**src/sv/websocket_frame_deframer_top_assert.svh**
```systemverilog
// assertion macros for the websocket deframer top level
// depends on nothing; included inside module bodies
`ifndef WEBSOCKET_FRAME_DEFRAMER_TOP_ASSERT_SVH
`define WEBSOCKET_FRAME_DEFRAMER_TOP_ASSERT_SVH

// same-cycle implication, disabled in reset
`define WSFD_ASSERT_IMP(label, clk, rst_n, ante, cons, msg) \
    label: assert property (@(posedge clk) disable iff (!rst_n) (ante) |-> (cons)) \
        else $error(msg);

// next-cycle implication, disabled in reset
`define WSFD_ASSERT_NXT(label, clk, rst_n, ante, cons, msg) \
    label: assert property (@(posedge clk) disable iff (!rst_n) (ante) |=> (cons)) \
        else $error(msg);

`endif

```
**src/sv/wsfd_pkg.sv**
```systemverilog
// shared types, codes and helpers of the websocket deframer
// no dependencies
package wsfd_pkg;

    localparam logic [1:0] PH_HEADER  = 2'd0;
    localparam logic [1:0] PH_PAYLOAD = 2'd1;
    localparam logic [1:0] PH_ERROR   = 2'd2;

    localparam logic [1:0] KIND_HEADER  = 2'd0;
    localparam logic [1:0] KIND_PAYLOAD = 2'd1;
    localparam logic [1:0] KIND_IGNORED = 2'd2;

    localparam logic [2:0] ST_OK       = 3'd0;
    localparam logic [2:0] ST_PROTOCOL = 3'd1;
    localparam logic [2:0] ST_UNMASKED = 3'd2;
    localparam logic [2:0] ST_BAD_TEXT = 3'd3;
    localparam logic [2:0] ST_TOO_LONG = 3'd4;

    localparam logic [3:0] OP_CONT  = 4'd0;
    localparam logic [3:0] OP_TEXT  = 4'd1;
    localparam logic [3:0] OP_BIN   = 4'd2;
    localparam logic [3:0] OP_CLOSE = 4'd8;
    localparam logic [3:0] OP_PING  = 4'd9;
    localparam logic [3:0] OP_PONG  = 4'd10;

    localparam logic [6:0] LEN_CODE_16 = 7'd126;
    localparam logic [6:0] LEN_CODE_64 = 7'd127;
    localparam logic [6:0] CTRL_MAX_LEN = 7'd125;

    // second-byte limits of a utf-8 sequence
    localparam logic [2:0] U8_NONE = 3'd0;
    localparam logic [2:0] U8_A0BF = 3'd1;
    localparam logic [2:0] U8_809F = 3'd2;
    localparam logic [2:0] U8_90BF = 3'd3;
    localparam logic [2:0] U8_808F = 3'd4;

    typedef struct packed {
        logic [1:0]  kind;
        logic [7:0]  payload_byte;
        logic [31:0] payload_offset;
        logic        frame_done;
        logic [2:0]  status;
        logic [3:0]  frame_opcode;
        logic        final_flag;
        logic        compressed_flag;
        logic [31:0] frame_length;
        logic [15:0] close_code;
    } t_result;

    // queue head seen by the back end
    typedef struct packed {
        logic       valid;
        logic [7:0] data;
    } t_q_head;

    function automatic logic close_code_ok(input logic [15:0] c);
        logic ok;
        ok = c inside {[16'd1000:16'd1003], [16'd1007:16'd1011], [16'd3000:16'd4999]};
        return ok;
    endfunction

endpackage

```
**src/sv/wsfd_ifs.sv**
```systemverilog
// stream and configuration channel interfaces of the websocket deframer
// depends on nothing
interface wsfd_in_if;
    logic       valid;
    logic       ready;
    logic [7:0] data_byte;
    modport source (output valid, output data_byte, input ready);
    modport sink   (input valid, input data_byte, output ready);
endinterface

interface wsfd_out_if;
    logic        valid;
    logic        ready;
    logic [1:0]  kind;
    logic [7:0]  payload_byte;
    logic [31:0] payload_offset;
    logic        frame_done;
    logic [2:0]  status;
    logic [3:0]  frame_opcode;
    logic        final_flag;
    logic        compressed_flag;
    logic [31:0] frame_length;
    logic [15:0] close_code;
    modport source (output valid, output kind, output payload_byte, output payload_offset,
                    output frame_done, output status, output frame_opcode,
                    output final_flag, output compressed_flag, output frame_length,
                    output close_code, input ready);
    modport sink   (input valid, input kind, input payload_byte, input payload_offset,
                    input frame_done, input status, input frame_opcode,
                    input final_flag, input compressed_flag, input frame_length,
                    input close_code, output ready);
endinterface

interface wsfd_cfg_if;
    logic valid;
    logic ready;
    logic deflate_allowed;
    modport source (output valid, output deflate_allowed, input ready);
    modport sink   (input valid, input deflate_allowed, output ready);
endinterface

```
**src/sv/wsfd_front.sv**
```systemverilog
// front end: accepts raw words into a two-entry queue
// depends on wsfd_pkg
module wsfd_front (
    input  logic             i_clk,
    input  logic             i_rst_n,
    input  logic             i_valid,
    input  logic [7:0]       i_data,
    output logic             o_ready,
    input  logic             i_pop,
    output wsfd_pkg::t_q_head o_head
);
    import wsfd_pkg::*;

    logic [7:0] r_slot [2];
    logic [1:0] r_count;
    logic       r_rd;
    logic       r_wr;
    logic       push;
    logic       pop;

    assign o_ready = (r_count != 2'd2);
    assign push    = i_valid && o_ready;
    assign pop     = i_pop && (r_count != 2'd0);
    assign o_head.valid = (r_count != 2'd0);
    assign o_head.data  = r_slot[r_rd];

    always_ff @(posedge i_clk) begin
        if (!i_rst_n) begin
            r_count <= 2'd0;
            r_rd    <= 1'b0;
            r_wr    <= 1'b0;
        end else begin
            if (push) begin
                r_wr <= ~r_wr;
            end
            if (pop) begin
                r_rd <= ~r_rd;
            end
            r_count <= r_count + {1'b0, push} - {1'b0, pop};
        end
    end

    always_ff @(posedge i_clk) begin
        if (push) begin
            r_slot[r_wr] <= i_data;
        end
    end

endmodule

```
**src/sv/wsfd_back.sv**
```systemverilog
// back end: frame parser, unmasking, close checks and result register
// depends on wsfd_pkg
module wsfd_back #(
    parameter int LENGTH_BITS = 32
) (
    input  logic              i_clk,
    input  logic              i_rst_n,
    input  logic              i_deflate_allowed,
    input  wsfd_pkg::t_q_head i_head,
    output logic              o_pop,
    output logic              o_valid,
    input  logic              i_ready,
    output wsfd_pkg::t_result o_result
);
    import wsfd_pkg::*;

    localparam int LB = LENGTH_BITS;

    logic [1:0]    r_phase, n_phase;
    logic [3:0]    r_hc, n_hc;
    logic [7:0]    r_fhb, n_fhb;
    logic [6:0]    r_lcode, n_lcode;
    logic [LB-1:0] r_acc, n_acc;
    logic          r_ovf, n_ovf;
    logic [31:0]   r_key, n_key;
    logic [LB-1:0] r_pcnt, n_pcnt;
    logic [15:0]   r_ccode, n_ccode;
    logic [1:0]    r_urem, n_urem;
    logic [2:0]    r_ulim, n_ulim;
    logic [2:0]    r_err, n_err;
    logic          r_valid;
    t_result       r_res, n_res;
    logic          step;

    assign step    = i_head.valid && (!r_valid || i_ready);
    assign o_pop   = step;
    assign o_valid = r_valid;
    assign o_result = r_res;

    always_comb begin
        logic [7:0]  b;
        logic [7:0]  pb;
        logic [3:0]  ext;
        logic [3:0]  op;
        logic        ctrl;
        logic        len_ready;
        logic        done;
        logic [2:0]  st;
        logic [1:0]  kind;
        logic [7:0]  lo;
        logic [7:0]  hi;
        logic        u_ok;
        logic [63:0] acc64;
        logic [63:0] pc64;
        b  = i_head.data;
        n_phase = r_phase; n_hc = r_hc; n_fhb = r_fhb; n_lcode = r_lcode;
        n_acc = r_acc; n_ovf = r_ovf; n_key = r_key; n_pcnt = r_pcnt;
        n_ccode = r_ccode; n_urem = r_urem; n_ulim = r_ulim; n_err = r_err;
        pb = 8'd0; st = ST_OK; done = 1'b0; len_ready = 1'b0; kind = KIND_HEADER;
        lo = 8'h80; hi = 8'hBF; u_ok = 1'b1;
        ext = (r_lcode == LEN_CODE_16) ? 4'd2 : (r_lcode == LEN_CODE_64) ? 4'd8 : 4'd0;
        op = r_fhb[3:0];
        ctrl = (op == OP_CLOSE) || (op == OP_PING) || (op == OP_PONG);
        n_res = '0;
        case (r_phase)
            PH_HEADER: begin
                if (r_hc == 4'd0) begin
                    n_fhb = b; n_lcode = '0; n_acc = '0; n_ovf = 1'b0; n_key = '0;
                    n_pcnt = '0; n_ccode = '0; n_urem = '0; n_ulim = U8_NONE;
                    n_hc = 4'd1;
                end else if (r_hc == 4'd1) begin
                    n_lcode = b[6:0];
                    if (b[6:0] < LEN_CODE_16) begin
                        n_acc = LB'(b[6:0]);
                    end
                    n_hc = 4'd2;
                    len_ready = b[6:0] < LEN_CODE_16;
                    if (!((op <= OP_BIN) || ctrl)) st = ST_PROTOCOL;
                    else if (ctrl && (b[6:0] > CTRL_MAX_LEN || !r_fhb[7] || r_fhb[6]))
                        st = ST_PROTOCOL;
                    else if (r_fhb[5:4] != 2'd0) st = ST_PROTOCOL;
                    else if (r_fhb[6] && !i_deflate_allowed) st = ST_PROTOCOL;
                    else if (!b[7]) st = ST_UNMASKED;
                end else begin
                    if (r_hc < 4'd2 + ext) begin
                        if (r_acc[LB-1:LB-8] != 8'd0) n_ovf = 1'b1;
                        n_acc = {r_acc[LB-9:0], b};
                    end else begin
                        n_key = {r_key[23:0], b};
                    end
                    n_hc = r_hc + 4'd1;
                    len_ready = n_hc >= 4'd2 + ext;
                    if (n_hc >= 4'd6 + ext) begin
                        if (n_ovf) st = ST_TOO_LONG;
                        else if (op == OP_CLOSE && n_acc == LB'(1)) st = ST_PROTOCOL;
                        else if (n_acc == '0) begin
                            done = 1'b1; n_hc = 4'd0;
                        end else begin
                            n_phase = PH_PAYLOAD;
                        end
                    end
                end
            end
            PH_PAYLOAD: begin
                kind = KIND_PAYLOAD;
                len_ready = 1'b1;
                pb = b ^ r_key[31 - 8*r_pcnt[1:0] -: 8];
                if (op == OP_CLOSE) begin
                    if (r_pcnt == '0) begin
                        n_ccode = {pb, 8'd0};
                    end else if (r_pcnt == LB'(1)) begin
                        n_ccode = {r_ccode[15:8], pb};
                        if (!close_code_ok({r_ccode[15:8], pb})) st = ST_PROTOCOL;
                    end else begin
                        // utf-8 check of the close reason
                        if (r_urem != 2'd0) begin
                            case (r_ulim)
                                U8_A0BF: lo = 8'hA0;
                                U8_809F: hi = 8'h9F;
                                U8_90BF: lo = 8'h90;
                                U8_808F: hi = 8'h8F;
                                default: ;
                            endcase
                            if (pb < lo || pb > hi) u_ok = 1'b0;
                            else begin
                                n_ulim = U8_NONE; n_urem = r_urem - 2'd1;
                            end
                        end else begin
                            n_ulim = U8_NONE;
                            if (pb < 8'h80) u_ok = 1'b1;
                            else if (pb >= 8'hC2 && pb <= 8'hDF) n_urem = 2'd1;
                            else if (pb >= 8'hE0 && pb <= 8'hEF) begin
                                n_urem = 2'd2;
                                if (pb == 8'hE0) n_ulim = U8_A0BF;
                                else if (pb == 8'hED) n_ulim = U8_809F;
                            end else if (pb >= 8'hF0 && pb <= 8'hF4) begin
                                n_urem = 2'd3;
                                if (pb == 8'hF0) n_ulim = U8_90BF;
                                else if (pb == 8'hF4) n_ulim = U8_808F;
                            end else u_ok = 1'b0;
                        end
                        if (!u_ok) st = ST_BAD_TEXT;
                    end
                end
                n_pcnt = r_pcnt + LB'(1);
                if (st == ST_OK && n_pcnt == r_acc) begin
                    if (op == OP_CLOSE && n_urem != 2'd0) st = ST_BAD_TEXT;
                    else begin
                        done = 1'b1; n_phase = PH_HEADER; n_hc = 4'd0;
                    end
                end
            end
            default: begin
                kind = KIND_IGNORED;
                st = r_err;
            end
        endcase
        if (r_phase != PH_ERROR && st != ST_OK) begin
            n_err = st; n_phase = PH_ERROR; done = 1'b0;
        end
        acc64 = 64'(n_acc);
        pc64  = 64'(r_pcnt);
        n_res.kind            = kind;
        n_res.status          = st;
        n_res.frame_opcode    = n_fhb[3:0];
        n_res.final_flag      = n_fhb[7];
        n_res.compressed_flag = n_fhb[6];
        if (r_phase != PH_ERROR) begin
            n_res.payload_byte   = pb;
            n_res.payload_offset = (kind == KIND_PAYLOAD) ? pc64[31:0] : 32'd0;
            n_res.frame_done     = done;
            n_res.frame_length   = len_ready ? acc64[31:0] : 32'd0;
            n_res.close_code     = (n_fhb[3:0] == OP_CLOSE && n_pcnt >= LB'(2)) ?
                                   n_ccode : 16'd0;
        end
    end

    always_ff @(posedge i_clk) begin
        if (!i_rst_n) begin
            r_phase <= PH_HEADER; r_hc <= '0; r_fhb <= '0; r_lcode <= '0;
            r_acc <= '0; r_ovf <= 1'b0; r_key <= '0; r_pcnt <= '0;
            r_ccode <= '0; r_urem <= '0; r_ulim <= U8_NONE; r_err <= ST_OK;
            r_valid <= 1'b0;
        end else begin
            if (step) begin
                r_phase <= n_phase; r_hc <= n_hc; r_fhb <= n_fhb; r_lcode <= n_lcode;
                r_acc <= n_acc; r_ovf <= n_ovf; r_key <= n_key; r_pcnt <= n_pcnt;
                r_ccode <= n_ccode; r_urem <= n_urem; r_ulim <= n_ulim; r_err <= n_err;
                r_valid <= 1'b1;
            end else if (i_ready) begin
                r_valid <= 1'b0;
            end
        end
    end

    always_ff @(posedge i_clk) begin
        if (step) begin
            r_res <= n_res;
        end
    end

endmodule

```
**src/sv/websocket_frame_deframer_top.sv**
```systemverilog
// top level of the websocket frame deframer
// depends on wsfd_pkg, wsfd_ifs, wsfd_front, wsfd_back and the assertion header
//
// usage:
// - i_data carries the received client-to-server stream, one byte per word
// - o_result gives exactly one result word per input word, in order
// - i_cfg writes deflate_allowed; it is always ready, write it only when idle
// - a word is written into the input queue at its accepting edge, and the
//   parser later takes it from the queue head and registers its result
// - throughput is one word per cycle while the sink takes each result; the
//   parser step updates the header, length and unmask state for each byte
// - the two-entry input queue lets the source keep sending while the result
//   register waits; once it is full, i_data.ready drops until the sink takes
// - reset (i_rst_n low, synchronous) empties the queue, clears the result
//   valid flag, puts the parser in the header phase and clears deflate_allowed
// - errors are sticky: after one, every word yields an ignored result with
//   the same status until the next reset
module websocket_frame_deframer_top #(
    parameter int LENGTH_BITS = 32
) (
    input  logic          i_clk,
    input  logic          i_rst_n,
    wsfd_in_if.sink       i_data,
    wsfd_cfg_if.sink      i_cfg,
    wsfd_out_if.source    o_result
);
    import wsfd_pkg::*;

    `include "websocket_frame_deframer_top_assert.svh"

    // configuration register
    logic    r_deflate_allowed;
    // queue head and pop between the two halves
    t_q_head q_head;
    logic    q_pop;
    t_result res;

    assign i_cfg.ready = 1'b1;

    always_ff @(posedge i_clk) begin
        if (!i_rst_n) begin
            r_deflate_allowed <= 1'b0;
        end else if (i_cfg.valid) begin
            r_deflate_allowed <= i_cfg.deflate_allowed;
        end
    end

    // front: accepts words and buffers them
    wsfd_front u_front (
        .i_clk   (i_clk),
        .i_rst_n (i_rst_n),
        .i_valid (i_data.valid),
        .i_data  (i_data.data_byte),
        .o_ready (i_data.ready),
        .i_pop   (q_pop),
        .o_head  (q_head)
    );

    // back: parses, unmasks and holds the result word
    wsfd_back #(
        .LENGTH_BITS (LENGTH_BITS)
    ) u_back (
        .i_clk             (i_clk),
        .i_rst_n           (i_rst_n),
        .i_deflate_allowed (r_deflate_allowed),
        .i_head            (q_head),
        .o_pop             (q_pop),
        .o_valid           (o_result.valid),
        .i_ready           (o_result.ready),
        .o_result          (res)
    );

    assign o_result.kind            = res.kind;
    assign o_result.payload_byte    = res.payload_byte;
    assign o_result.payload_offset  = res.payload_offset;
    assign o_result.frame_done      = res.frame_done;
    assign o_result.status          = res.status;
    assign o_result.frame_opcode    = res.frame_opcode;
    assign o_result.final_flag      = res.final_flag;
    assign o_result.compressed_flag = res.compressed_flag;
    assign o_result.frame_length    = res.frame_length;
    assign o_result.close_code      = res.close_code;

    // a completed frame never carries an error
    `WSFD_ASSERT_IMP(a_done_ok, i_clk, i_rst_n, o_result.valid && o_result.frame_done, o_result.status == ST_OK, "frame done with error status")
    // an ignored word always repeats a sticky error
    `WSFD_ASSERT_IMP(a_ignored_err, i_clk, i_rst_n, o_result.valid && o_result.kind == KIND_IGNORED, o_result.status != ST_OK, "ignored word without error")
    // a popped word always leaves a result in the next cycle
    `WSFD_ASSERT_NXT(a_pop_result, i_clk, i_rst_n, q_pop, o_result.valid, "popped word without result")

endmodule

```
**src/flat_wrapper.sv**
```systemverilog
// flat-port wrapper written by rule: the top's interface ports become plain ports
module websocket_frame_deframer_top_flat import wsfd_pkg::*;
#(
    parameter int LENGTH_BITS = 32
)
  (i_clk, i_rst_n, i_data_valid, i_data_data_byte, i_data_ready, i_cfg_valid, i_cfg_deflate_allowed, i_cfg_ready, o_result_valid, o_result_kind, o_result_payload_byte, o_result_payload_offset, o_result_frame_done, o_result_status, o_result_frame_opcode, o_result_final_flag, o_result_compressed_flag, o_result_frame_length, o_result_close_code, o_result_ready);
  wsfd_in_if i_data_i ();
  wsfd_cfg_if i_cfg_i ();
  wsfd_out_if o_result_i ();
  input  logic i_clk;
  input  logic i_rst_n;
  input wire logic [$bits(i_data_i.valid)-1:0] i_data_valid;
  input wire logic [$bits(i_data_i.data_byte)-1:0] i_data_data_byte;
  output wire logic [$bits(i_data_i.ready)-1:0] i_data_ready;
  input wire logic [$bits(i_cfg_i.valid)-1:0] i_cfg_valid;
  input wire logic [$bits(i_cfg_i.deflate_allowed)-1:0] i_cfg_deflate_allowed;
  output wire logic [$bits(i_cfg_i.ready)-1:0] i_cfg_ready;
  output wire logic [$bits(o_result_i.valid)-1:0] o_result_valid;
  output wire logic [$bits(o_result_i.kind)-1:0] o_result_kind;
  output wire logic [$bits(o_result_i.payload_byte)-1:0] o_result_payload_byte;
  output wire logic [$bits(o_result_i.payload_offset)-1:0] o_result_payload_offset;
  output wire logic [$bits(o_result_i.frame_done)-1:0] o_result_frame_done;
  output wire logic [$bits(o_result_i.status)-1:0] o_result_status;
  output wire logic [$bits(o_result_i.frame_opcode)-1:0] o_result_frame_opcode;
  output wire logic [$bits(o_result_i.final_flag)-1:0] o_result_final_flag;
  output wire logic [$bits(o_result_i.compressed_flag)-1:0] o_result_compressed_flag;
  output wire logic [$bits(o_result_i.frame_length)-1:0] o_result_frame_length;
  output wire logic [$bits(o_result_i.close_code)-1:0] o_result_close_code;
  input wire logic [$bits(o_result_i.ready)-1:0] o_result_ready;
  assign i_data_i.valid = i_data_valid;
  assign i_data_i.data_byte = i_data_data_byte;
  assign i_data_ready = i_data_i.ready;
  assign i_cfg_i.valid = i_cfg_valid;
  assign i_cfg_i.deflate_allowed = i_cfg_deflate_allowed;
  assign i_cfg_ready = i_cfg_i.ready;
  assign o_result_valid = o_result_i.valid;
  assign o_result_kind = o_result_i.kind;
  assign o_result_payload_byte = o_result_i.payload_byte;
  assign o_result_payload_offset = o_result_i.payload_offset;
  assign o_result_frame_done = o_result_i.frame_done;
  assign o_result_status = o_result_i.status;
  assign o_result_frame_opcode = o_result_i.frame_opcode;
  assign o_result_final_flag = o_result_i.final_flag;
  assign o_result_compressed_flag = o_result_i.compressed_flag;
  assign o_result_frame_length = o_result_i.frame_length;
  assign o_result_close_code = o_result_i.close_code;
  assign o_result_i.ready = o_result_ready;
  websocket_frame_deframer_top #(.LENGTH_BITS(LENGTH_BITS)) u_core (.i_clk(i_clk), .i_rst_n(i_rst_n), .i_data(i_data_i), .i_cfg(i_cfg_i), .o_result(o_result_i));
endmodule
```
**config.mk**
```make
export PLATFORM = sky130hd
export DESIGN_NAME = websocket_frame_deframer_top_flat
export DESIGN_NICKNAME = d
export VERILOG_FILES = /design/src/sv/wsfd_pkg.sv /design/src/sv/wsfd_ifs.sv /design/src/sv/wsfd_front.sv /design/src/sv/wsfd_back.sv /design/src/sv/websocket_frame_deframer_top.sv /design/src/flat_wrapper.sv
export VERILOG_INCLUDE_DIRS = /design/src /design/src/sv
export SDC_FILE = /design/constraint.sdc
export NUM_CORES = 1
export LEC_CHECK = 0
export BUFFER_PORTS_ARGS = -buffer_cell sky130_fd_sc_hd__buf_2
export CAP_MARGIN = 20
export CORE_ASPECT_RATIO = 0.7
export CORE_MARGIN = 3
export CORE_UTILIZATION = 47
export DETAILED_ROUTE_END_ITERATION = 7
export PLACE_DENSITY_LB_ADDON = 0.1
export SYNTH_ARGS = -nofsm -noshare
export SYNTH_HDL_FRONTEND = slang
export SYNTH_HIERARCHICAL = 1
export SYNTH_SLANG_ARGS = --single-unit
export TNS_END_PERCENT = 5
```
**constraint.sdc**
```tcl
create_clock -name i_clk -period 5.6 [get_ports i_clk]
set_clock_uncertainty 0.05 [all_clocks]
set_input_delay 1.12 -clock i_clk [delete_from_list [all_inputs] [get_ports i_clk]]
set_output_delay 1.12 -clock i_clk [all_outputs]
set_load 0.05 [all_outputs]
```
==> impl_results.md, run 1 <==
- Outcome: complete, no violations
- First-pass GRT wire length: ~70000 um
- Post-CTS setup buffers: 0
- Via density: ~6.2
- Worst EP required: 5830 ps
- Setup TNS: 0 ps
- Crit path arrival time: roughly 4700 ps
- Tot GR Track Use: around 27%
- CP max FO: 16
- Initial core utilization: 48.1%
- WS Path Type: flip-flop to flip-flop
- Vias in the first global route: 11600
- Site Rows: 52
- Via count of the routed design: about 12000
- Avg Cell Area, Syn: 9.06 um2
- Synth Area in Adders: ~1.6%
- Most used flip-flop cell after synthesis: dfxtp_1
- Average wire per standard cell: ~22 um
- Hold buffers post-CTS: 0
- GR Overflow Total: 0
- Post-synth EDFFs: roughly 120
- Leakage: about 5.6 nW
- Ratio of cells with drive above 1 in the final layout: 14.8%
- Post-Synth Simple-Gate Area: 21.3%
- #FFs+latches synth: 265
- Root buf cell: clkbuf_16
- Post-DRT Antenna Nets: 0
- Worst Tran Pin Value: between 1000 and 1500 ps
- Initial antenna violation count: 0
- Clk slew on worst S/H paths: approximately 60 ps
- Die H: roughly 150 um
- Cell taking the most area after synthesis: edfxtp_1
- Mux share of post-synthesis cell area: 2.94%
- Syn nets: between 1500 and 2000
- Final WL: 44400 um
- Layout area overhead: 12.3%
- H-tree levels: 1
- Combinational family with the most area after synthesis: simple AND/OR/NAND/NOR gates
- Seq/Total Area, Yosys: between 40% and 50%
- Top cell type's share of synthesized area: about 25%
- Final antenna diode count: 0
- Tcrit/Tclk final: between 80 and 90%
- # clock sinks: between 200 and 300
- Post-Route Utilization: between 50% and 60%
- Synth top area cells: edfxtp_1 25%, dfxtp_1 21%, a22oi_1 6.5%, nor2_1 6.4%, a21oi_1 3.1%
- Reg2Reg Setup Slack: about 1100 ps
- Hold Path Class: flip-flop to flip-flop
- Slew HR: ~28%
- Max Slew Vio Count: 0
- Nets: 1634
- DR pass1 iterations: 6
- Cts repair resizes: 0
- Die area: 32000 um2
- Die Width: ~210 um
- Initial DRC count: about 1400
- Maximum clock frequency: 0.222 GHz
- Post-Synthesis Cell Area: approximately 14000 um2
- Final Hold Vio Count: 0
- Hpwl dp: 30600 um
- Routability cong.: 1.04
- Setup violators final: 0
- Startpoint Class: flip-flop
- Tmin final: approximately 4500 ps
- Remaining DRCs: 0
- Clk_lat worst skew: approximately 560 ps
- CTS tree: yes
- Power Density: about 500 nW/um2
- Largest net degree at the start of global routing: just over 80
- Synth Instances: approximately 1500
- Distinct cells, synth: between 80 and 90
- IO Pins: 117
- Core Footprint: 29100 um2
- CP Capture Type: flip-flop
- I/O Buffers: between 100 and 150
- Unrepaired setup endpoints after global routing: no
- Ys Warns: 6
- Xor/xnor share of the synthesized area: under 10%
- Max clock buf depth: 3
- Synth Area in Compound Gates: between 10% and 20%
- VDD IR max: between 300 and 400 uV
- CTS buffer count: 28
- Async set or reset register ratio after synthesis: 0%
- Max cap viols: 0
- Hold WS: about 400 ps
==> final cells by class <==
cell class | count | area, um2
clock buffer | 34 | 754
clock inverter | 18 | 153
fill | 2726 | 13400
inverter | 34 | 133
multi-input combinational | 1126 | 6930
sequential | 265 | 6470
tap | 378 | 473
timing repair buffer | 147 | 836
==> layer usage <==
metal | vias up | share of wire, % | GRT usage (%)
met5 | - | 0 | 0
met4 | 0 | 2.0 | 6.15
met3 | 59 | 8.3 | 5.81
met2 | 551 | 44 | 41.1
met1 | 6097 | 46 | 40.6
li1 | 5792 | - | -
==> stage by stage <==
stage	cells	area [um2]	setup WS (ps)	power, mW
floorplan	1547	14000	1050	5.11
global placement	1949	14800	1290	5.99
detailed placement	1949	14800	1240	6.01
CTS	2001	15700	1170	7.88
global route	2002	15700	768	8.26
finish	2002	15700	1090	7.89
==> path summary, 6_finish.rpt <==
| check | startpoint | to | depth (start not counted) |
|---|---|---|---|
| setup / recovery | u_core/u_back/r_pcnt[0] | u_core/u_back/o_result[6] | 13 |
| hold / removal | u_core/u_back/r_lcode[2] | u_core/u_back/r_lcode[2] | 2 |
| setup reg to reg | u_core/u_back/r_pcnt[0] | u_core/u_back/o_result[6] | 13 |
| hold reg to reg | u_core/u_back/r_lcode[2] | u_core/u_back/r_lcode[2] | 2 |
==> state kept, by name, indices dropped and copies added, names as in the netlist, named ones only <==
| register | count |
|---|---|
| u_core/u_front/r_slot | 16 |
| u_core/u_back/r_key | 32 |
| u_core/u_back/r_lcode | 7 |
| u_core/u_back/r_hc | 4 |
| u_core/u_back/r_ovf | 1 |
| u_core/u_back/r_pcnt | 32 |
| u_core/u_back/r_err | 3 |
| u_core/u_back/o_result | 100 |
| u_core/u_back/o_valid | 1 |
| u_core/u_back/r_urem | 2 |
| u_core/u_front/r_wr | 1 |
| u_core/r_deflate_allowed | 1 |
| u_core/u_back/r_ulim | 3 |
| u_core/u_back/r_fhb | 8 |
| u_core/u_front/r_count | 2 |
| u_core/u_back/r_ccode | 16 |
| u_core/u_back/r_phase | 2 |
| u_core/u_front/r_rd | 1 |
| u_core/u_back/r_acc | 32 |
==> cells in the final DEF (no fill, tap or decap), drive strengths merged, types with 12 or more instances in the layout <==
cell      n
mux2i    13
nand2b   12
dfxtp   149
edfxtp  116
nor4     32
and2     37
a211oi   13
o21ai    84
buf     147
ha       18
inv      36
xnor2    42
xor2     23
nand2   105
nand4    37
nand3    40
clkbuf   34
a21oi    86
nor3     34
o211ai   12
a22oi   122
nor2    240
==> cell usage after synthesis (all sizes together) (4+ instances only) <==
cell type	instances
nor3	34
inv	34
o311ai	4
xor2	23
nand4	37
a32oi	4
nor2	240
o211ai	12
nor4	32
and4	7
o22ai	6
mux2	9
buf	28
o31ai	7
a21boi	4
nand3	40
o21ai	84
a22oi	122
a21o	6
edfxtp	116
a21oi	86
o21a	6
mux4	8
xnor2	42
or2	11
a211oi	13
nand2	105
nand2b	12
nor3b	4
and2	37
o2111ai	4
a31oi	11
ha	18
mux2i	13
dfxtp	149
clkbuf	94
a2111oi	4
or4	8
or3	11
and3	8
nor2b	11
==> power breakdown <==
part | switching [mW] | leakage [nW] | internal, mW | total [mW]
clock | 0.805 | 0.430 | 1.05 | 1.86
combinational | 2.56 | 2.81 | 0.689 | 3.25
sequential | 0.234 | 2.33 | 2.54 | 2.78
==> cells by family (layout without fill, tap and decap cells) <==
logic type | count (synthesis) | in the layout
flip-flops | 265 | 265
AO/OA/AOI/OAI | 404 | 404
multiplexers | 30 | 30
adder cells (fa/ha/maj) | 18 | 18
buffers and inverters | 156 | 233
other | 1 | 1
AND/OR/NAND/NOR | 608 | 608
XOR/XNOR | 65 | 65
==> critical path, cell delays in order (launching register included) <==
cell     delay (ps)
dfxtp_1         450
ha_1            430
nand4_1         450
nor3_1          650
buf_4           240
nand3_1          90
nor2_1          180
nor2_1          120
o21ai_0         190
nand4_1         240
nor3_1          370
buf_4           170
a21o_1          450
nor2_1          130
Power figures use the tool's default switching activity.
==> run 2, diff against run 1 <==
==> constraint.sdc (replaced) <==
create_clock -name i_clk -period 4.2 [get_ports i_clk]
set_clock_uncertainty 0.05 [all_clocks]
set_input_delay 0.84 -clock i_clk [delete_from_list [all_inputs] [get_ports i_clk]]
set_output_delay 0.84 -clock i_clk [all_outputs]
set_load 0.05 [all_outputs]
==> run 2 against run 1 <==
Combinational power increased by 39%. Clock power grew 38%. Sequential share of layout area down 1.4 points. Non-clock buffer count is 64 higher. Routed wire length increased by 3.5%. Fmax grew 10%. Power grew 36%. Count of clock-buffer cells in the layout down 2. Sequential power grew 32%. Critical path depth is 1 higher.
==> impl_results.md, run 2 (synthesized netlist as in run 1, its figures left out) <==
- Tot GR Track Use: 28.2% (was 27.4%)
- # clock sinks: 265 (unchanged)
- Unrepaired setup endpoints after global routing: no (unchanged)
- Most frequent cells in the layout: 239 x nor2_1, 149 x dfxtp_1, 122 x a22oi_1 (was 240 x nor2_1, 149 x dfxtp_1, 122 x a22oi_1)
- Site Rows: 52 (unchanged)
- Fill count: 2616 (was 2726)
- Post-DRT Antenna Nets: 0 (unchanged)
- M3 GR Usage: 5.67% (was 5.81%)
- Hold Path Class: flip-flop to flip-flop (unchanged)
- Setup violators final: 0 (unchanged)
- I/O Buffers: 115 (unchanged)
- Top cell by count, worst path: buf_4 (was nor2_1)
- CTS tree: yes (unchanged)
- Vias in the first global route: 11500 (was 11600)
- Worst path bufs/invs: 4 (was 2)
- Die H: 151 um (unchanged)
- GR Overflow Total: 0 (unchanged)
- Die area: 32000 um2 (unchanged)
- Average wire per standard cell: 22.3 um (was 22.2 um)
- Max cap viols: 0 (unchanged)
- Setup TNS: 0 ps (unchanged)
- WS Path Type: flip-flop to flip-flop (unchanged)
- Layout area overhead: 16.1% (was 12.3%)
- Outcome: complete, no violations (unchanged)
- Slew HR: 31.3% (was 27.7%)
- Setup crit start: u_core/u_back/r_pcnt[1] (was u_core/u_back/r_pcnt[0])
- Clk_lat worst skew: 560 ps (about the same)
- Final Hold Vio Count: 0 (unchanged)
- Final antenna diode count: 0 (unchanged)
- Worst EP required: 4600 ps (was 5830 ps)
- Remaining DRCs: 0 (unchanged)
- Power Density: 661 nW/um2 (was 501 nW/um2)
- R2r startpoint: u_core/u_back/r_pcnt[1] (was u_core/u_back/r_pcnt[0])
- Initial DRC count: 1608 (was 1392)
- Leakage: 5.93 nW (was 5.57 nW)
- Core Footprint: 29100 um2 (unchanged)
- Tcrit/Tclk final: 97.5% (was 80.6%)
- Multi-input logic area: 6940 um2 (was 6930 um2)
- Final WL: 45900 um (was 44400 um)
- Hpwl dp: 32800 um (was 30600 um)
- Commonest non-fill, non-tap cell in the layout: nor2_1 (unchanged)
- Largest net degree at the start of global routing: 88 (was 81)
- Hold buffers post-CTS: 0 (unchanged)
- Via density: 6.19 (was 6.24)
- Routing usage on met1: 45.3% (was 40.6%)
- Crit path arrival time: 4500 ps (was 4740 ps)
- Delay-heaviest family, CP: simple AND/OR/NAND/NOR gates (unchanged)
- First-pass GRT wire length: 70300 um (was 68600 um)
- Initial antenna violation count: 0 (unchanged)
- Max clock buf depth: 3 (unchanged)
- Startpoint Class: flip-flop (unchanged)
- Max incr delay on CP: 580 ps (was 650 ps)
- H-tree levels: 1 (unchanged)
- Routability cong.: 1.02 (was 1.04)
- Root buf cell: clkbuf_16 (unchanged)
- IO Pins: 117 (unchanged)
- Critical path cell sequence: buf_4 > buf_4 > and4_1 > nand4_1 > buf_4 > nor3_1 > xnor2_1 > o221ai_1 > nor4_1 > buf_4 > and4bb_1 > a21o_4 > nor2_1 > o311a_1 (was ha_1 > nand4_1 > nor3_1 > buf_4 > nand3_1 > nor2_1 > nor2_1 > o21ai_0 > nand4_1 > nor3_1 > buf_4 > a21o_1 > nor2_1)
- Die Width: 212 um (unchanged)
- Setup WS pre-CTS: 240 ps (was 1240 ps)
- Worst Tran Pin Value: 1000 ps (was 1060 ps)
- HP Start: u_core/u_back/r_lcode[4] (was u_core/u_back/r_lcode[2])
- Grt peak-use layer: met1 (was met2)
- VDD IR max: 511 uV (was 312 uV)
- Clk slew on worst S/H paths: 70 ps (was 60 ps)
- CP Capture Type: flip-flop (unchanged)
- Slowest CP cell: nor3_1 (unchanged)
- Max Slew Vio Count: 0 (unchanged)
- Ratio of cells with drive above 1 in the final layout: 18.5% (was 14.8%)
- Worst setup margin: 106 ps (was 1090 ps)
- FF/Latch Area: 6470 um2 (unchanged)
- Via count of the routed design: 12800 (was 12500)
- Max FFs per register: 100 (unchanged)
- DR pass1 iterations: 5 (was 6)
- Post-CTS setup buffers: 0 (unchanged)
- Met2 global-route usage: 39.0% (was 41.1%)
- CP max FO: 10 (was 16)
- Tmin final: 4090 ps (was 4510 ps)
- Nets: 1696 (was 1634)
- CTS buffer count: 26 (was 28)
- Maximum clock frequency: 0.244 GHz (was 0.222 GHz)
- Initial core utilization: 48.1% (unchanged)
==> run 2: changes by cell type in the layout (fill, tap and decap cells not counted), sizes merged <==
cell	previous run	this run
bufinv	2	3
clkinv	10	9
clkinvlp	4	1
inv	36	37
clkbuf	34	32
buf	147	211
==> run 2: what timing repair did <==
action / in CTS / in global routing
setup endpoints to repair: 0 / 4
resized for setup: 0 / 2
endpoints found under the hold margin: 0 / 0
==> run 2: cell type report <==
cell class | count | share of cell area, %
Clock inverter | 16 | 1.10
Tap cell | 378 | 2.91
Inverter | 34 | 0.815
Multi-Input combinational cell | 1126 | 42.6
Timing Repair Buffer | 211 | 8.12
Clock buffer | 32 | 4.71
Sequential cell | 265 | 39.7
==> run 2: layer usage <==
| layer | vias up | wire (um) |
|---|---|---|
| met5 | - | 0 |
| met4 | 0 | 668 |
| met1 | 6151 | 22300 |
| met3 | 50 | 4300 |
| li1 | 5914 | - |
| met2 | 641 | 18600 |
==> run 2: through the flow <==
stage	area [um2]	utilization, %	cells	power (mW)	hold slack, ps
after floorplan	14000	-	1547	6.81	382
after global placement	15300	52.6	2014	8.17	390
after detailed placement	15300	52.6	2014	8.18	394
after CTS	16300	55.8	2062	10.8	401
after global routing	16300	55.9	2062	11.2	414
final	16300	55.9	2062	10.8	404
==> run 2: report_power, final <==
part | switching [mW] | total [mW] | internal [mW] | leakage (nW)
Combinational | 3.50 | 4.52 | 1.02 | 3.13
Sequential | 0.285 | 3.67 | 3.38 | 2.33
Clock | 1.07 | 2.56 | 1.49 | 0.471
Total | 4.85 | 10.8 | 5.90 | 5.93
==> run 2: worst paths after layout <==
path | endpoint | slack, ps | cells after the start
max | u_core/u_back/r_err[2] | 110 | 14
min | u_core/u_back/r_lcode[4] | 400 | 2
max reg2reg | u_core/u_back/r_err[2] | 110 | 14
min reg2reg | u_core/u_back/r_lcode[4] | 400 | 2
==> run 2: worst reg2reg max path: cells and delay by family, from the launching register on <==
| kind | cells | cell delay (ps) |
|---|---|---|
| xor+xnor | 1 | 220 |
| flops | 1 | 340 |
| compound gates | 3 | 590 |
| simple gates | 6 | 1920 |
| buf+inv | 4 | 850 |
==> run 3, diff against run 2 <==
--- a/config.mk
+++ b/config.mk
@@ -10,7 +10,7 @@
 export CAP_MARGIN = 20
 export CORE_ASPECT_RATIO = 0.7
 export CORE_MARGIN = 3
-export CORE_UTILIZATION = 47
+export CORE_UTILIZATION = 60
 export DETAILED_ROUTE_END_ITERATION = 7
 export PLACE_DENSITY_LB_ADDON = 0.1
 export SYNTH_ARGS = -nofsm -noshare
==> run 3 against run 2 <==
Count of clock-buffer cells in the layout increased by 8. Combinational power down 2%. Final area is 1.8% lower. Register-to-register slack gained 20 ps. Fmax increased by 0.53%. Clock power is 11% lower. Core utilization increased by 14 points. Critical path depth fell by 1. Cell count down 3.7%. Sequential share of layout area up 0.71 points.
==> impl_results.md, run 3 (synthesized netlist as in run 1, its figures left out) <==
- Critical path cell sequence: buf_4 > buf_4 > nand4_2 > nor2_1 > nand4_1 > xnor2_1 > o2111ai_1 > or4_1 > nor3_1 > buf_4 > o2111ai_1 > a21boi_2 > mux2i_1 (was buf_4 > buf_4 > and4_1 > nand4_1 > buf_4 > nor3_1 > xnor2_1 > o221ai_1 > nor4_1 > buf_4 > and4bb_1 > a21o_4 > nor2_1 > o311a_1)
- Final antenna diode count: 0 (unchanged)
- Largest net degree at the start of global routing: 81 (was 88)
- Top cell by count, worst path: buf_4 (unchanged)
- Clk_lat worst skew: 530 ps (was 560 ps)
- Tot GR Track Use: 32.7% (was 28.2%)
- H-tree levels: 1 (unchanged)
- Delay-heaviest family, CP: simple AND/OR/NAND/NOR gates (unchanged)
- Hold buffers post-CTS: 0 (unchanged)
- Final Hold Vio Count: 0 (unchanged)
- CTS tree: yes (unchanged)
- CP Capture Type: flip-flop (unchanged)
- Site Rows: 46 (was 52)
- Worst path bufs/invs: 3 (was 4)
- Ratio of cells with drive above 1 in the final layout: 17.3% (was 18.5%)
- Routability cong.: 0.985 (was 1.02)
- Commonest non-fill, non-tap cell in the layout: nor2_1 (unchanged)
- Via count of the routed design: 12900 (was 12800)
- Max cap viols: 0 (unchanged)
- Initial antenna violation count: 0 (unchanged)
- Multi-input logic area: 6930 um2 (was 6940 um2)
- Die Width: 189 um (was 212 um)
- Nets: 1686 (was 1696)
- Core Footprint: 22800 um2 (was 29100 um2)
- Post-DRT Antenna Nets: 0 (unchanged)
- IO Pins: 117 (unchanged)
- Tmin final: 4070 ps (was 4090 ps)
- Met3 wire len: 5770 um (was 4300 um)
- Vias in the first global route: 11500 (about the same)
- Max incr delay on CP: 430 ps (was 580 ps)
- Max clock buf depth: 3 (unchanged)
- Clk slew on worst S/H paths: 60 ps (was 70 ps)
- Unrepaired setup endpoints after global routing: no (unchanged)
- Die H: 134 um (was 151 um)
- Worst EP required: 4610 ps (was 4600 ps)
- GR Overflow Total: 0 (unchanged)
- WL met2: 16200 um (was 18600 um)
- Remaining DRCs: 0 (unchanged)
- Setup violators final: 0 (unchanged)
- Root buf cell: clkbuf_16 (unchanged)
- Power Density: 649 nW/um2 (was 661 nW/um2)
- Setup TNS: 0 ps (unchanged)
- PnR Total Power: 10.4 mW (was 10.8 mW)
- Via density: 6.49 (was 6.19)
- Worst Tran Pin Value: 945 ps (was 1000 ps)
- Slowest CP cell: nor2_1 (was nor3_1)
- CTS buffer count: 26 (unchanged)
- Most frequent cells in the layout: 240 x nor2_1, 149 x dfxtp_1, 122 x a22oi_1 (was 239 x nor2_1, 149 x dfxtp_1, 122 x a22oi_1)
- Crit path arrival time: 4480 ps (was 4500 ps)
- Post-CTS setup buffers: 0 (unchanged)
- Hpwl dp: 30100 um (was 32800 um)
- Hold Path Class: flip-flop to flip-flop (unchanged)
- Max Used Layer: met5 (was met4)
- Tcrit/Tclk final: 97.0% (was 97.5%)
- VDD IR max: 509 uV (was 511 uV)
- Metal-1 WL: 19100 um (was 22300 um)
- Final WL: 42300 um (was 45900 um)
- Fill count: 1828 (was 2616)
- Initial DRC count: 1876 (was 1608)
- Leakage: 5.82 nW (was 5.93 nW)
- Slew HR: 37.0% (was 31.3%)
- Startpoint Class: flip-flop (unchanged)
- Layout area overhead: 14.1% (was 16.1%)
- Maximum clock frequency: 0.246 GHz (was 0.244 GHz)
- Cts repair resizes: 0 (unchanged)
- First-pass GRT wire length: 65700 um (was 70300 um)
- FF/Latch Area: 6470 um2 (unchanged)
- DR pass1 iterations: 7 (was 5)
- Average wire per standard cell: 21.3 um (was 22.3 um)
- CP max FO: 10 (unchanged)
- WS Path Type: flip-flop to flip-flop (unchanged)
- Max Slew Vio Count: 0 (unchanged)
- Initial core utilization: 61.5% (was 48.1%)
- I/O Buffers: 115 (unchanged)
- # clock sinks: 265 (unchanged)
- Die area: 25300 um2 (was 32000 um2)
- Outcome: complete, no violations (unchanged)
- Max FFs per register: 100 (unchanged)
[run 3: cell count changes in the layout (fill, tap and decap cells not counted), moves of 2 or more]
| cell | change |
|---|---|
| buf_4 | -9 |
| clkbuf_1 | +9 |
| inv_6 | -3 |
| bufinv_16 | -2 |
| clkinv_2 | -2 |
[run 3: cell type report]
type | count | share of cell area, %
clock buffer | 40 | 4.85
clock inverter | 8 | 0.430
inverter | 34 | 0.821
multi-input combinational | 1126 | 43.3
sequential | 265 | 40.4
tap | 312 | 2.44
timing repair buffer | 201 | 7.71
[run 3: final timing paths]
kind                                                from                        to  slack (ps)  depth (start not counted)
worst max-delay path             u_core/u_back/r_pcnt[0]     u_core/u_back/r_hc[1]         130                         13
worst min-delay path            u_core/u_back/r_lcode[5]  u_core/u_back/r_lcode[5]         410                          2
worst min register to register  u_core/u_back/r_lcode[5]  u_core/u_back/r_lcode[5]         410                          2
worst max register to register   u_core/u_back/r_pcnt[0]     u_core/u_back/r_hc[1]         130                         13
[run 3: per-stage QoR]
stage	instances	util [%]	hold WS, ps	setup WS (ps)	cell area [um2]
floorplan	1547	-	382	10.2	14000
global placement	1938	66.5	389	291	15100
detailed placement	1938	66.5	397	287	15100
CTS	1986	70.2	407	276	16000
global route	1986	70.2	435	18.2	16000
finish	1986	70.2	406	128	16000
[run 3: metal layers]
layer	vias to the layer above	track usage, %
li1	5902	-
met1	6060	52.0
met2	820	42.5
met3	96	9.82
met4	2	8.52
met5	-	1.35
[run 3: tightest hold or removal path, cell delays in order (launching register included)]
cell	delay, ps
dfxtp_1	310
nand2_1	50
a21oi_1	50
[run 3: report_power, final]
part | switching (mW) | internal [mW] | total (mW) | leakage (nW)
sequential | 0.264 | 3.39 | 3.65 | 2.33
combinational | 3.45 | 0.987 | 4.44 | 3.07
clock | 0.960 | 1.33 | 2.29 | 0.416
total | 4.67 | 5.71 | 10.4 | 5.82
